===== src/rtl/i2c_register_master_assert.svh =====
// Assertion macros for the register master.
`ifndef I2C_REGISTER_MASTER_ASSERT_SVH
`define I2C_REGISTER_MASTER_ASSERT_SVH
`ifndef SYNTHESIS
`define IRM_ASSERT_IMPL(label, a, c) \
  label: assert property (@(posedge clk) disable iff (rst) (a) |-> (c)) \
    else $error("i2c_register_master: label failed");
`define IRM_ASSERT_NEXT(label, a, c) \
  label: assert property (@(posedge clk) disable iff (rst) (a) |=> (c)) \
    else $error("i2c_register_master: label failed");
`else
`define IRM_ASSERT_IMPL(label, a, c)
`define IRM_ASSERT_NEXT(label, a, c)
`endif
`endif


===== src/rtl/irm_pkg.sv =====
package irm_pkg;

  typedef enum logic [3:0] {
    PH_IDLE, PH_START, PH_HDR_W, PH_LO_W, PH_REG, PH_RESTART,
    PH_HDR_R, PH_WAIT, PH_WDATA, PH_RDATA, PH_STOP
  } phase_t;

  localparam logic [1:0] OP_TICK   = 2'd0;
  localparam logic [1:0] OP_WRITE  = 2'd1;
  localparam logic [1:0] OP_READ   = 2'd2;
  localparam logic [1:0] OP_SUPPLY = 2'd3;

  localparam logic [2:0] CFG_DEV_ADDR = 3'd0;
  localparam logic [2:0] CFG_TEN_BIT  = 3'd1;
  localparam logic [2:0] CFG_LSB      = 3'd2;
  localparam logic [2:0] CFG_REG_BE   = 3'd3;
  localparam logic [2:0] CFG_DATA_BE  = 3'd4;
  localparam logic [2:0] CFG_DUMMY    = 3'd5;
  localparam logic [2:0] CFG_REG_LEN  = 3'd6;
  localparam logic [2:0] CFG_DATA_LEN = 3'd7;

  localparam logic [7:0] TEN_BIT_HDR = 8'hF0;

  typedef struct packed {
    logic [9:0] dev_addr;
    logic       ten_bit;
    logic       lsb_first;
    logic       reg_be;
    logic       data_be;
    logic       dummy;
    logic [2:0] reg_len;
    logic [2:0] word_bytes;
  } cfg_t;

  typedef struct packed {
    logic [1:0]  opcode;
    logic        sda_level;
    logic [31:0] reg_address;
    logic [15:0] word_count;
    logic [31:0] write_word;
  } item_t;

  typedef struct packed {
    logic        scl_level;
    logic        sda_drive;
    logic        busy_res;
    logic        word_request;
    logic [31:0] read_word;
    logic        read_valid;
    logic        done_res;
    logic [15:0] words_done;
    logic        nack_seen;
  } res_t;

endpackage


===== src/rtl/i2c_register_master.sv =====
// I2C register master. Each input beat is one command or one bus tick: begin
// write, begin read, supply a write word, or tick. Every beat yields exactly
// one result beat with the pin drives (scl_level, sda_drive) and status after
// that beat. A two-entry queue separates the input side from the bus engine,
// which sequences one micro-step per beat, so a new beat is accepted every
// cycle while the result register drains; sustained rate is one beat per
// cycle while the output does not stall. An input beat passes the queue,
// then the result register. Configuration must be written through the cfg
// port while idle (unenforced); a 10-bit address uses 0xF0 header framing.
module i2c_register_master
  import irm_pkg::*;
(
  input  logic        clk,
  input  logic        rst,
  input  logic        cfg_valid,
  output logic        cfg_ready,
  input  logic [2:0]  cfg_index,
  input  logic [31:0] cfg_data,
  input  logic        in_valid,
  output logic        in_stall,
  input  logic [1:0]  opcode,
  input  logic        sda_level,
  input  logic [31:0] reg_address,
  input  logic [15:0] word_count,
  input  logic [31:0] write_word,
  output logic        out_valid,
  input  logic        out_stall,
  output logic        scl_level,
  output logic        sda_drive,
  output logic        busy_res,
  output logic        word_request,
  output logic [31:0] read_word,
  output logic        read_valid,
  output logic        done_res,
  output logic [15:0] words_done,
  output logic        nack_seen
);
  cfg_t cfg;
  item_t in_item, q_item;
  res_t res;
  logic q_full, q_valid, q_take;

  assign cfg_ready = 1'b1;

  // Register file: apply each cfg beat at once.
  always_ff @(posedge clk) begin
    if (rst) begin
      cfg <= '{dev_addr: 10'd0, ten_bit: 1'b0, lsb_first: 1'b0, reg_be: 1'b0,
               data_be: 1'b0, dummy: 1'b1, reg_len: 3'd1, word_bytes: 3'd1};
    end else if (cfg_valid && cfg_ready) begin
      case (cfg_index)
        CFG_DEV_ADDR: cfg.dev_addr <= cfg_data[9:0];
        CFG_TEN_BIT:  cfg.ten_bit <= cfg_data[0];
        CFG_LSB:      cfg.lsb_first <= cfg_data[0];
        CFG_REG_BE:   cfg.reg_be <= cfg_data[0];
        CFG_DATA_BE:  cfg.data_be <= cfg_data[0];
        CFG_DUMMY:    cfg.dummy <= cfg_data[0];
        CFG_REG_LEN:  cfg.reg_len <= cfg_data[2:0];
        CFG_DATA_LEN: cfg.word_bytes <= cfg_data[2:0];
        default: ;
      endcase
    end
  end

  assign in_item = '{opcode: opcode, sda_level: sda_level, reg_address: reg_address,
                     word_count: word_count, write_word: write_word};
  // Hold off the source while the queue is full.
  assign in_stall = q_full;

  irm_fifo #(.DEPTH(2)) u_fifo (
    .clk(clk), .rst(rst),
    .wr_valid(in_valid), .wr_full(q_full), .wr_data(in_item),
    .rd_valid(q_valid), .rd_take(q_take), .rd_data(q_item)
  );

  irm_engine u_engine (
    .clk(clk), .rst(rst), .cfg(cfg),
    .in_valid(q_valid), .in_take(q_take), .item(q_item),
    .out_valid(out_valid), .out_stall(out_stall), .res(res)
  );

  assign scl_level = res.scl_level;
  assign sda_drive = res.sda_drive;
  assign busy_res = res.busy_res;
  assign word_request = res.word_request;
  assign read_word = res.read_word;
  assign read_valid = res.read_valid;
  assign done_res = res.done_res;
  assign words_done = res.words_done;
  assign nack_seen = res.nack_seen;

`include "i2c_register_master_assert.svh"

  `IRM_ASSERT_IMPL(a_read_word_zero, out_valid && !read_valid, read_word == 32'd0)
  `IRM_ASSERT_IMPL(a_done_idle, out_valid && done_res, !busy_res)
  `IRM_ASSERT_IMPL(a_req_busy, out_valid && word_request, busy_res)
  `IRM_ASSERT_NEXT(a_res_hold, out_valid && out_stall, out_valid)
endmodule


===== src/rtl/irm_fifo.sv =====
module irm_fifo import irm_pkg::*; #(
  parameter int DEPTH = 2
) (
  input  logic  clk,
  input  logic  rst,
  input  logic  wr_valid,
  output logic  wr_full,
  input  item_t wr_data,
  output logic  rd_valid,
  input  logic  rd_take,
  output item_t rd_data
);
  localparam int AW = (DEPTH > 1) ? $clog2(DEPTH) : 1;
  item_t mem [DEPTH];
  logic [AW-1:0] wptr, rptr;
  logic [AW:0] count;
  logic push, pop;

  assign wr_full  = (count == (AW+1)'(DEPTH));
  assign rd_valid = (count != '0);
  assign rd_data  = mem[rptr];
  assign push = wr_valid && !wr_full;
  assign pop  = rd_valid && rd_take;

  always_ff @(posedge clk) begin
    if (push) begin
      mem[wptr] <= wr_data;
    end
    if (rst) begin
      wptr <= '0;
      rptr <= '0;
      count <= '0;
    end else begin
      if (push) begin
        wptr <= (wptr == AW'(DEPTH-1)) ? '0 : wptr + 1'b1;
      end
      if (pop) begin
        rptr <= (rptr == AW'(DEPTH-1)) ? '0 : rptr + 1'b1;
      end
      count <= count + (AW+1)'(push) - (AW+1)'(pop);
    end
  end
endmodule


===== src/rtl/irm_engine.sv =====
module irm_engine import irm_pkg::*; (
  input  logic  clk,
  input  logic  rst,
  input  cfg_t  cfg,
  input  logic  in_valid,
  output logic  in_take,
  input  item_t item,
  output logic  out_valid,
  input  logic  out_stall,
  output res_t  res
);
  phase_t phase;
  logic [3:0] bit_index;
  logic [2:0] sub_step;
  logic [2:0] byte_index;
  logic [15:0] word_index, count_hold;
  logic [7:0] shift_byte;
  logic [31:0] word_buffer, address_hold;
  logic is_read, abort_flag, scl_pin, sda_pin;

  phase_t phase_next;
  logic [3:0] bit_index_next;
  logic [2:0] sub_step_next, byte_index_next;
  logic [15:0] word_index_next, count_hold_next;
  logic [7:0] shift_byte_next;
  logic [31:0] word_buffer_next, address_hold_next;
  logic is_read_next, abort_flag_next, scl_next, sda_next;
  logic valid_c, done_c;
  logic [31:0] word_c;

  logic [2:0] rlen, dlen;
  assign rlen = (cfg.reg_len > 3'd4) ? 3'd4 : cfg.reg_len;
  assign dlen = (cfg.word_bytes == 3'd0) ? 3'd1 :
                (cfg.word_bytes > 3'd4) ? 3'd4 : cfg.word_bytes;

  // Result register holds until the consumer takes it.
  assign in_take = in_valid && (!out_valid || !out_stall);

  function automatic logic [7:0] header(input cfg_t c, input logic rw);
    if (c.ten_bit) begin
      return TEN_BIT_HDR | {5'd0, c.dev_addr[9:8], rw};
    end
    return {c.dev_addr[6:0], rw};
  endfunction

  function automatic logic [4:0] bpos(input logic [2:0] i, input logic [2:0] n,
                                      input logic big);
    logic [2:0] k;
    k = big ? (n - 3'd1 - i) : i;
    return {k[1:0], 3'b000};
  endfunction

  always_comb begin
    logic [2:0] i;
    logic [7:0] rbyte;
    logic last;
    logic [2:0] bi;
    logic [15:0] wi;
    logic [3:0] sel;
    phase_t tgt;
    logic do_go;
    phase_next = phase;
    bit_index_next = bit_index;
    sub_step_next = sub_step;
    byte_index_next = byte_index;
    word_index_next = word_index;
    count_hold_next = count_hold;
    shift_byte_next = shift_byte;
    word_buffer_next = word_buffer;
    address_hold_next = address_hold;
    is_read_next = is_read;
    abort_flag_next = abort_flag;
    scl_next = scl_pin;
    sda_next = sda_pin;
    valid_c = 1'b0;
    done_c = 1'b0;
    word_c = '0;
    do_go = 1'b0;
    tgt = PH_IDLE;
    i = '0;
    rbyte = '0;
    last = 1'b0;
    bi = '0;
    wi = '0;
    sel = '0;
    if (phase == PH_IDLE) begin
      if (item.opcode == OP_WRITE || item.opcode == OP_READ) begin
        is_read_next = (item.opcode == OP_READ);
        address_hold_next = item.reg_address;
        count_hold_next = item.word_count;
        word_index_next = '0;
        byte_index_next = '0;
        word_buffer_next = '0;
        abort_flag_next = 1'b0;
        do_go = 1'b1;
        tgt = PH_START;
      end
    end else if (phase == PH_WAIT) begin
      if (item.opcode == OP_SUPPLY) begin
        word_buffer_next = item.write_word;
        byte_index_next = '0;
        do_go = 1'b1;
        tgt = PH_WDATA;
      end
    end else if (item.opcode == OP_TICK) begin
      case (phase)
        PH_START, PH_RESTART: begin
          case (sub_step)
            3'd0: sda_next = 1'b1;
            3'd1: scl_next = 1'b1;
            3'd2: sda_next = 1'b0;
            default: scl_next = 1'b0;
          endcase
          if (sub_step >= 3'd3) begin
            do_go = 1'b1;
            if (phase == PH_RESTART ||
                (is_read && !cfg.dummy && !cfg.ten_bit)) begin
              tgt = PH_HDR_R;
            end else begin
              tgt = PH_HDR_W;
            end
          end else begin
            sub_step_next = sub_step + 3'd1;
          end
        end
        PH_STOP: begin
          case (sub_step)
            3'd0: scl_next = 1'b0;
            3'd1: sda_next = 1'b0;
            3'd2: scl_next = 1'b1;
            default: sda_next = 1'b1;
          endcase
          if (sub_step >= 3'd3) begin
            do_go = 1'b1;
            tgt = PH_IDLE;
            done_c = 1'b1;
          end else begin
            sub_step_next = sub_step + 3'd1;
          end
        end
        PH_RDATA: begin
          if (bit_index == 4'd0) begin
            sda_next = 1'b1;
            bit_index_next = 4'd1;
            sub_step_next = '0;
          end else if (bit_index <= 4'd8) begin
            if (sub_step == 3'd0) begin
              scl_next = 1'b1;
            end else if (sub_step == 3'd2) begin
              shift_byte_next = cfg.lsb_first ? {item.sda_level, shift_byte[7:1]}
                                              : {shift_byte[6:0], item.sda_level};
              scl_next = 1'b0;
            end
            if (sub_step >= 3'd3) begin
              sub_step_next = '0;
              bit_index_next = bit_index + 4'd1;
            end else begin
              sub_step_next = sub_step + 3'd1;
            end
          end else begin
            if (sub_step == 3'd0) begin
              last = (word_index + 16'd1 == count_hold) &&
                     (byte_index + 3'd1 >= dlen);
              sda_next = last;
            end else if (sub_step == 3'd2) begin
              scl_next = 1'b1;
            end else if (sub_step == 3'd4) begin
              scl_next = 1'b0;
            end
            if (sub_step < 3'd5) begin
              sub_step_next = sub_step + 3'd1;
            end else begin
              if (byte_index < dlen) begin
                word_buffer_next = word_buffer |
                  ({24'd0, shift_byte} << bpos(byte_index, dlen, cfg.data_be));
              end
              bi = byte_index + 3'd1;
              do_go = 1'b1;
              tgt = PH_RDATA;
              byte_index_next = bi;
              if (bi >= dlen) begin
                valid_c = 1'b1;
                word_c = word_buffer_next;
                wi = word_index + 16'd1;
                word_index_next = wi;
                byte_index_next = '0;
                word_buffer_next = '0;
                if (wi == count_hold) begin
                  tgt = PH_STOP;
                end
              end
            end
          end
        end
        PH_HDR_W, PH_LO_W, PH_REG, PH_HDR_R, PH_WDATA: begin
          if (bit_index < 4'd8) begin
            if (sub_step == 3'd1) begin
              sel = cfg.lsb_first ? bit_index : (4'd7 - bit_index);
              sda_next = shift_byte[sel[2:0]];
            end else if (sub_step == 3'd3) begin
              scl_next = 1'b1;
            end else if (sub_step == 3'd5) begin
              scl_next = 1'b0;
            end
            if (sub_step >= 3'd5) begin
              sub_step_next = '0;
              bit_index_next = bit_index + 4'd1;
            end else begin
              sub_step_next = sub_step + 3'd1;
            end
          end else begin
            if (sub_step == 3'd0) begin
              sda_next = 1'b1;
            end else if (sub_step == 3'd2) begin
              scl_next = 1'b1;
            end else if (sub_step == 3'd4) begin
              if (item.sda_level) abort_flag_next = 1'b1;
              scl_next = 1'b0;
            end
            if (sub_step >= 3'd5) begin
              do_go = 1'b1;
              if (abort_flag) begin
                tgt = PH_STOP;
              end else begin
                case (phase)
                  PH_HDR_W, PH_LO_W: begin
                    if (phase == PH_HDR_W && cfg.ten_bit) begin
                      tgt = PH_LO_W;
                    end else if ((!is_read || cfg.dummy) && rlen != 3'd0) begin
                      byte_index_next = '0;
                      tgt = PH_REG;
                    end else if (is_read) begin
                      tgt = PH_RESTART;
                    end else begin
                      tgt = (count_hold == 16'd0) ? PH_STOP : PH_WAIT;
                    end
                  end
                  PH_REG: begin
                    bi = byte_index + 3'd1;
                    byte_index_next = bi;
                    if (bi >= rlen) begin
                      if (is_read) tgt = PH_RESTART;
                      else tgt = (count_hold == 16'd0) ? PH_STOP : PH_WAIT;
                    end else begin
                      tgt = PH_REG;
                    end
                  end
                  PH_HDR_R: begin
                    byte_index_next = '0;
                    word_buffer_next = '0;
                    tgt = (count_hold == 16'd0) ? PH_STOP : PH_RDATA;
                  end
                  default: begin
                    bi = byte_index + 3'd1;
                    byte_index_next = bi;
                    tgt = PH_WDATA;
                    if (bi >= dlen) begin
                      wi = word_index + 16'd1;
                      word_index_next = wi;
                      byte_index_next = '0;
                      tgt = (wi == count_hold) ? PH_STOP : PH_WAIT;
                    end
                  end
                endcase
              end
            end else begin
              sub_step_next = sub_step + 3'd1;
            end
          end
        end
        default: begin
          do_go = 1'b1;
          tgt = PH_IDLE;
        end
      endcase
    end
    if (do_go) begin
      phase_next = tgt;
      bit_index_next = '0;
      sub_step_next = '0;
      case (tgt)
        PH_HDR_W: shift_byte_next = header(cfg, 1'b0);
        PH_LO_W:  shift_byte_next = cfg.dev_addr[7:0];
        PH_HDR_R: shift_byte_next = header(cfg, 1'b1);
        PH_REG: begin
          i = (byte_index_next < rlen) ? byte_index_next : rlen - 3'd1;
          rbyte = 8'(address_hold_next >> bpos(i, rlen, cfg.reg_be));
          shift_byte_next = rbyte;
        end
        PH_WDATA: begin
          i = (byte_index_next < dlen) ? byte_index_next : dlen - 3'd1;
          shift_byte_next = 8'(word_buffer_next >> bpos(i, dlen, cfg.data_be));
        end
        default: ;
      endcase
    end
  end

  always_ff @(posedge clk) begin
    if (rst) begin
      phase <= PH_IDLE;
      bit_index <= '0;
      sub_step <= '0;
      byte_index <= '0;
      word_index <= '0;
      count_hold <= '0;
      shift_byte <= '0;
      word_buffer <= '0;
      address_hold <= '0;
      is_read <= 1'b0;
      abort_flag <= 1'b0;
      scl_pin <= 1'b1;
      sda_pin <= 1'b1;
      out_valid <= 1'b0;
    end else begin
      if (in_take) begin
        phase <= phase_next;
        bit_index <= bit_index_next;
        sub_step <= sub_step_next;
        byte_index <= byte_index_next;
        word_index <= word_index_next;
        count_hold <= count_hold_next;
        shift_byte <= shift_byte_next;
        word_buffer <= word_buffer_next;
        address_hold <= address_hold_next;
        is_read <= is_read_next;
        abort_flag <= abort_flag_next;
        scl_pin <= scl_next;
        sda_pin <= sda_next;
        out_valid <= 1'b1;
      end else if (!out_stall) begin
        out_valid <= 1'b0;
      end
    end
  end

  always_ff @(posedge clk) begin
    if (in_take) begin
      res.scl_level <= scl_next;
      res.sda_drive <= sda_next;
      res.busy_res <= (phase_next != PH_IDLE);
      res.word_request <= (phase_next == PH_WAIT);
      res.read_word <= word_c;
      res.read_valid <= valid_c;
      res.done_res <= done_c;
      res.words_done <= word_index_next;
      res.nack_seen <= abort_flag_next;
    end
  end
endmodule

===== config.mk =====
export PLATFORM = sky130hd
export DESIGN_NAME = i2c_register_master
export DESIGN_NICKNAME = d
export VERILOG_FILES = /design/src/rtl/irm_pkg.sv /design/src/rtl/i2c_register_master.sv /design/src/rtl/irm_fifo.sv /design/src/rtl/irm_engine.sv
export VERILOG_INCLUDE_DIRS = /design/src /design/src/rtl
export SDC_FILE = /design/constraint.sdc
export NUM_CORES = 1
export LEC_CHECK = 0
export BUFFER_PORTS_ARGS = -buffer_cell sky130_fd_sc_hd__buf_2
export CAP_MARGIN = 40
export CORE_ASPECT_RATIO = 0.9
export CORE_UTILIZATION = 30
export CTS_CLUSTER_DIAMETER = 200
export DETAILED_ROUTE_END_ITERATION = 10
export GPL_TIMING_DRIVEN = 0
export PLACE_DENSITY = 0.5
export SLEW_MARGIN = 0
export SYNTH_ARGS = -nofsm -noshare
export SYNTH_HDL_FRONTEND = slang
export SYNTH_SLANG_ARGS = --single-unit

===== constraint.sdc =====
create_clock -name clk -period 9.8 [get_ports clk]
set_input_delay 1.47 -clock clk [delete_from_list [all_inputs] [get_ports clk]]
set_output_delay 1.47 -clock clk [all_outputs]
set_load 0.05 [all_outputs]

Word-level counts from Yosys, hierarchy flattened
Memories as Yosys holds them, arrays and structs flattened. A register that Yosys moved wholly into a read port is not among the register bits.
Index checks and enable logic that the tools add are counted.
{ "word_totals": {"ram_bits": 166, "memories": 1, "ff_bits": 203, "in_bits": 123} }
{ "mem_list": {"columns": ["name", "words", "word_bits", "read_ports", "rd_clocked_by_memory_dff", "write_ports", "line_no", "source"], "rows": [
  ["u_fifo.mem", 2, 83, 1, 1, 1, "irm_fifo.sv:14", "item_t mem [DEPTH];"]
]} }
{ "op_classes": {"n_lt_le_gt_ge": 13, "n_bitwise": 5, "muxes": 186, "addsub": 14, "reduce_logical": 51, "eq_ne": 43, "shift": 3} }
{ "ops": {"columns": ["operator", "count"], "rows": [
  ["32-bit 2-to-1 mux", 16],
  ["16-bit 2-to-1 mux", 12],
  ["4-bit 2-to-1 mux", 29],
  ["8-bit 2-to-1 mux", 14],
  ["3-bit 2-to-1 mux", 31],
  ["32-bit case mux with 2 select lines", 1],
  ["32-bit by 5-bit right shift with 8-bit output", 2],
  ["1-bit 2-to-1 mux", 60],
  ["8-bit case mux with 5 select lines", 1],
  ["32-bit OR", 1],
  ["16-bit case mux with 2 select lines", 1],
  ["8-bit by 5-bit left shift with 32-bit output", 1],
  ["4-bit by 3-bit equality test with 1-bit output (second input constant)", 7],
  ["4-bit case mux with 3 select lines", 2],
  ["3-bit equality test (second input constant)", 6],
  ["3-bit case mux with 3 select lines", 2],
  ["16-bit by 1-bit adder with 16-bit output (second input constant)", 1],
  ["16-bit equality test", 1],
  ["4-bit by 2-bit equality test with 1-bit output (second input constant)", 4],
  ["4-bit equality test (second input constant)", 4],
  ["16-bit zero test", 1],
  ["2-bit AND reduction", 8],
  ["2-bit 2-to-1 mux", 7],
  ["3-bit by 2-bit equality test with 1-bit output (second input constant)", 4],
  ["other kinds (53)", 99]
]} }

Depth between registers and ports, before layout
{ "logic_depth": {"depth_word": 21, "depth_mapped": 32, "ltp_nobuf": 26} }

Hierarchy
A second synthesis with hierarchy kept.
{ "hier_totals": {"cells_unflattened": 1879, "area_unflattened_um2": 19133.4} }
{ "by_module_without_submodules": {"columns": ["module", "cells_per_inst", "instances", "area_per_inst_um2", "seq_area_each_um2"], "rows": [
  ["irm_engine", 1505, 1, 11941.5, 4113.9],
  ["irm_fifo", 285, 1, 6248.5, 5084.9],
  ["i2c_register_master", 89, 1, 943.4, 420.4]
]} }

Worst setup path before layout
OpenSTA, ideal clock, no wires.
{ "synth_timing": {"path_type": "reg2reg", "from": "reg (tool-made name)", "to": "reg u_engine.shift_byte[7]", "path_stages_with_launch": 30, "setup_slack_ps": 2930, "setup_time_ps": 130, "t_arrival_ps": 6741, "path_buffers": 8, "cell_sequence": "dfxtp_1 clkbuf_1 clkbuf_1 buf_2 buf_1 buf_1 mux2i_1 ha_1 clkbuf_1 nand2b_1 o2bb2ai_1 o21ai_1 o2111a_1 nor2_2 inv_2 ha_1 o21ai_0 nor2b_1 o211ai_1 o21ai_0 ha_1 clkbuf_1 nand2b_1 a21o_1 a21oi_1 nor3_2 buf_2 a21oi_1 a221oi_1 a31oi_1"} }
{ "synth_lines": {"columns": ["element", "line_no", "source"], "rows": [
  ["to (signal assigned)", "irm_engine.sv:323", "shift_byte <= shift_byte_next;"],
  ["to (decl)", "irm_engine.sv:17", "logic [7:0] shift_byte;"]
]} }

==> impl_metrics.yaml <==
power:
  p_leak_nw: 8.11
  vdd_drop_max_mv: 0.161
  internal-power_mw: 4.31
  pwr-share-comb_pct: 47.9
  clkPwrFrac_pct: 22.1
  p_sw_mw: 3.64
  p_seq_share_pct: 30.0
  p_sw_share_pct: 45.8
  power_per_cell_area_mw_per_mm2: 344
floorplan:
  die_w_um: 270
  coreArea_mm2: 0.0641
  fp.dieArea_mm2: 0.0658
  rows: 88
  initial_core_util_pct: 30.3
  io_pins: 181
  dieHeight_um: 243
synth:
  yosysWarnings: 0
  yosysUniqueCellTypes: 105
  netlist.area_leader.share_pct: 34.2
  syn_inst: 1973
  yosys-top-cells-area: "edfxtp_1 34%, dfxtp_1 15%, mux2i_1 6.4%, nor2_1 4.5%, a21oi_1 4.4%"
  yosys.area.top_type: "edfxtp_1"
  ys_async_sr_fraction_pct: 0
  avgSynthCellArea_um2: 9.84
  yosysSeqAreaShare_pct: 49.5
  ys.flop_type: "edfxtp_1"
  netlist_area_mm2: 0.0194
  synth-edff-count: 221
  ys_ff_latch: 370
  syn_nets: 2126
place:
  portBuffers: 153
  gp_congestion: 0.951
  hpwlAfterDp_um: 55000
sta:
  slew_violations: 0
  period_needed_ns: 8.90
  setup_viol_count_final: 0
  slew_headroom_pct: 34.9
  skew_ns: 0.0206
  holdWs_ns: 0.462
  tns_ns: 0
  fin_crit_sh_pct: 90.8
  fmaxAchievable_ghz: 0.112
  rsz0062_at_grt: "no"
  worstMarginPinSlew_ns: 0.967
  hold_violations: 0
cells_and_area:
  syn_to_final_growth_pct: 19.3
  antenna_cells: 0
  layout_common_cells: "233 x nor2_1, 221 x edfxtp_1, 176 x buf_2"
  drive_gt1_share_pct: 15.5
  register_area_mm2: 0.00962
  fill_cells: 6560
  multi_input_area_mm2: 0.00906
  nets: 2351
  mostFrequentLayoutCell: "nor2_1"
setup_path:
  crit_arrival_ns: 9.35
  crit_path_top_delay_cell: "buf_1"
  crit_top_cell: "clkbuf_1"
  required_ns: 10.26
  crit_path_end_kind: "flip-flop"
  crit_path_start_kind: "flip-flop"
  cpPeakStageDelay_ns: 0.64
  crit_family: "buffers and inverters"
  crit_path_max_fanout: 10
  cp.buffers_inverters: 12
  critical_path_class: "reg2reg"
cts:
  post_cts_buffers: 0
  root_buffer: "clkbuf_16"
  h-tree-depth: 2
  cts.sinks: 370
  cts_resized: 0
  ctsHoldBuffers: 0
  tritoncts: "done"
  clock_latency_ns: 0.61
  cts_max_path_buffers: 3
  cts_buffers: 45
  cts.clk_slew.worst_paths_ns: 0.07
global_route:
  grt_max_degree: 60
  grt_pass1_wl_um: 107000
  gr-total-overflow: 0
  grt_pass1_vias: 16100
  grt_util_all_layers_pct: 21.7
  antenna_found_initial: 1
route:
  drc: 0
  detail_route.wirelength_um: 72900
  ant_nets: 0
  dr.pass1.iters: 5
  wire_per_inst_um: 23.6
  vias: 16900
  drt_iter0_markers: 1807
  vias_per_cell: 5.46
run:
  cap_violations: 0
hold_path:
  hold_class: "reg2reg"
run_status:
  status: "finished, final reports clean"
## Yosys cell counts (5+ instances only)
| cell | count |
|---|---|
| o22ai_1 | 7 |
| nor2b_1 | 15 |
| xnor2_1 | 17 |
| o211ai_1 | 17 |
| nor3_1 | 32 |
| a22oi_1 | 11 |
| a2bb2oi_1 | 5 |
| buf_4 | 8 |
| a21oi_1 | 171 |
| and3_1 | 12 |
| mux2i_1 | 125 |
| o31ai_1 | 13 |
| a21boi_0 | 5 |
| nand2_1 | 173 |
| a31oi_1 | 26 |
| buf_1 | 25 |
| o21ai_1 | 6 |
| nor4_1 | 13 |
| a221oi_1 | 14 |
| o21a_1 | 10 |
| edfxtp_1 | 221 |
| nand2b_1 | 21 |
| a32oi_1 | 9 |
| a211oi_1 | 80 |
| nand3_1 | 40 |
| or2_2 | 6 |
| clkbuf_1 | 92 |
| nand3b_1 | 7 |
| mux2_2 | 9 |
| ha_1 | 30 |
| a211o_1 | 7 |
| o21ai_0 | 119 |
| nand4_1 | 12 |
| o211a_1 | 7 |
| a311oi_1 | 5 |
| buf_2 | 18 |
| inv_1 | 34 |
| and2_1 | 13 |
| xor2_1 | 13 |
| dfxtp_1 | 149 |
| or3_1 | 9 |
| nor2_1 | 234 |
| a21o_1 | 16 |
| mux4_2 | 7 |
| nor3b_1 | 9 |
## cell type report
| type | count | share of cell area, % |
|---|---|---|
| flip-flops and latches | 370 | 41.5 |
| inverters | 36 | 0.583 |
| clock inverters | 23 | 1.40 |
| well taps | 855 | 4.62 |
| clock buffers | 61 | 5.29 |
| multi-input cells | 1421 | 39.1 |
| repair buffers | 178 | 4.74 |
| plain buffers | 146 | 2.71 |
## registers in the layout, summed over array words and instances, names as in the netlist, named ones only
signal / cells
u_engine.shift_byte: 8
cfg: 21
u_engine.sub_step: 3
u_engine.out_valid: 1
u_fifo.mem: 166
u_engine.count_hold: 16
u_engine.is_read: 1
u_fifo.wptr: 1
u_engine.scl_pin: 1
u_engine.bit_index: 4
u_engine.phase: 4
u_engine.address_hold: 32
u_engine.byte_index: 3
u_engine.res: 55
u_fifo.count: 2
u_engine.word_index: 16
u_engine.abort_flag: 1
u_fifo.rptr: 1
u_engine.sda_pin: 1
u_engine.word_buffer: 32
## worst reg2reg max path, delay by kind of cell (launching register included)
| family | cells | cell delay [ns] |
|---|---|---|
| AO/OA/AOI/OAI | 10 | 2.10 |
| multiplexers | 1 | 0.25 |
| flip-flops | 1 | 0.31 |
| adder cells (fa/ha/maj) | 3 | 0.77 |
| buffers and inverters | 12 | 4.45 |
| AND/OR/NAND/NOR | 3 | 0.85 |
## layer usage
| layer | track usage [%] | vias up | wire length [µm] |
|---|---|---|---|
| met3 | 4.21 | 95 | 5360 |
| li1 | - | 7806 | - |
| met5 | 0 | - | 13 |
| met2 | 34.0 | 679 | 32600 |
| met4 | 4.45 | 2 | 1280 |
| met1 | 30.8 | 8290 | 33600 |
## power by group through the flow
stage	clock [mW]	combinational [mW]	sequential, mW
6_report	1.76	3.81	2.38
5_1_grt	1.85	4.09	2.42
4_1_cts	1.79	3.77	2.38
3_5_place_dp	0	3.76	2.41
3_3_place_gp	0	3.64	2.44
2_1_floorplan	0	2.14	2.70
## final timing paths
kind	from	to	slack, ns	depth (start not counted)
worst min register to register	cfg[19]	cfg[19]	0.46	2
worst min-delay path	cfg[19]	cfg[19]	0.46	2
worst max register to register	flip-flop	u_engine.shift_byte[7]	0.90	29
worst max-delay path	flip-flop	u_engine.shift_byte[7]	0.90	29
## cells by family after synthesis
family / after synthesis / synth area share, %
AOI/OAI and AO/OA: 577 / 19.4
muxes: 142 / 7.89
and+or+nand+nor: 640 / 16.0
xor gates and xnor gates: 30 / 1.35
adders and majority gates: 31 / 1.98
DFF: 370 / 49.5
buffers and inverters: 182 / 3.90
other: 1 / 0.0193
## through the flow
step / utilization (%) / area (µm²) / setup WS (ns) / total power [mW] / cells
6_report: 36.1 / 23200 / 0.903 / 7.96 / 3090
3_5_place_dp: 33.7 / 21600 / 0.990 / 6.16 / 3006
3_3_place_gp: 33.2 / 21300 / 0.00973 / 6.08 / 2981
5_1_grt: 36.1 / 23200 / 0.223 / 8.37 / 3090
2_1_floorplan: - / 19400 / 2.93 / 4.85 / 1973
4_1_cts: 36.1 / 23200 / 0.916 / 7.94 / 3090
Note: power is estimated with default switching activity, not from simulation.
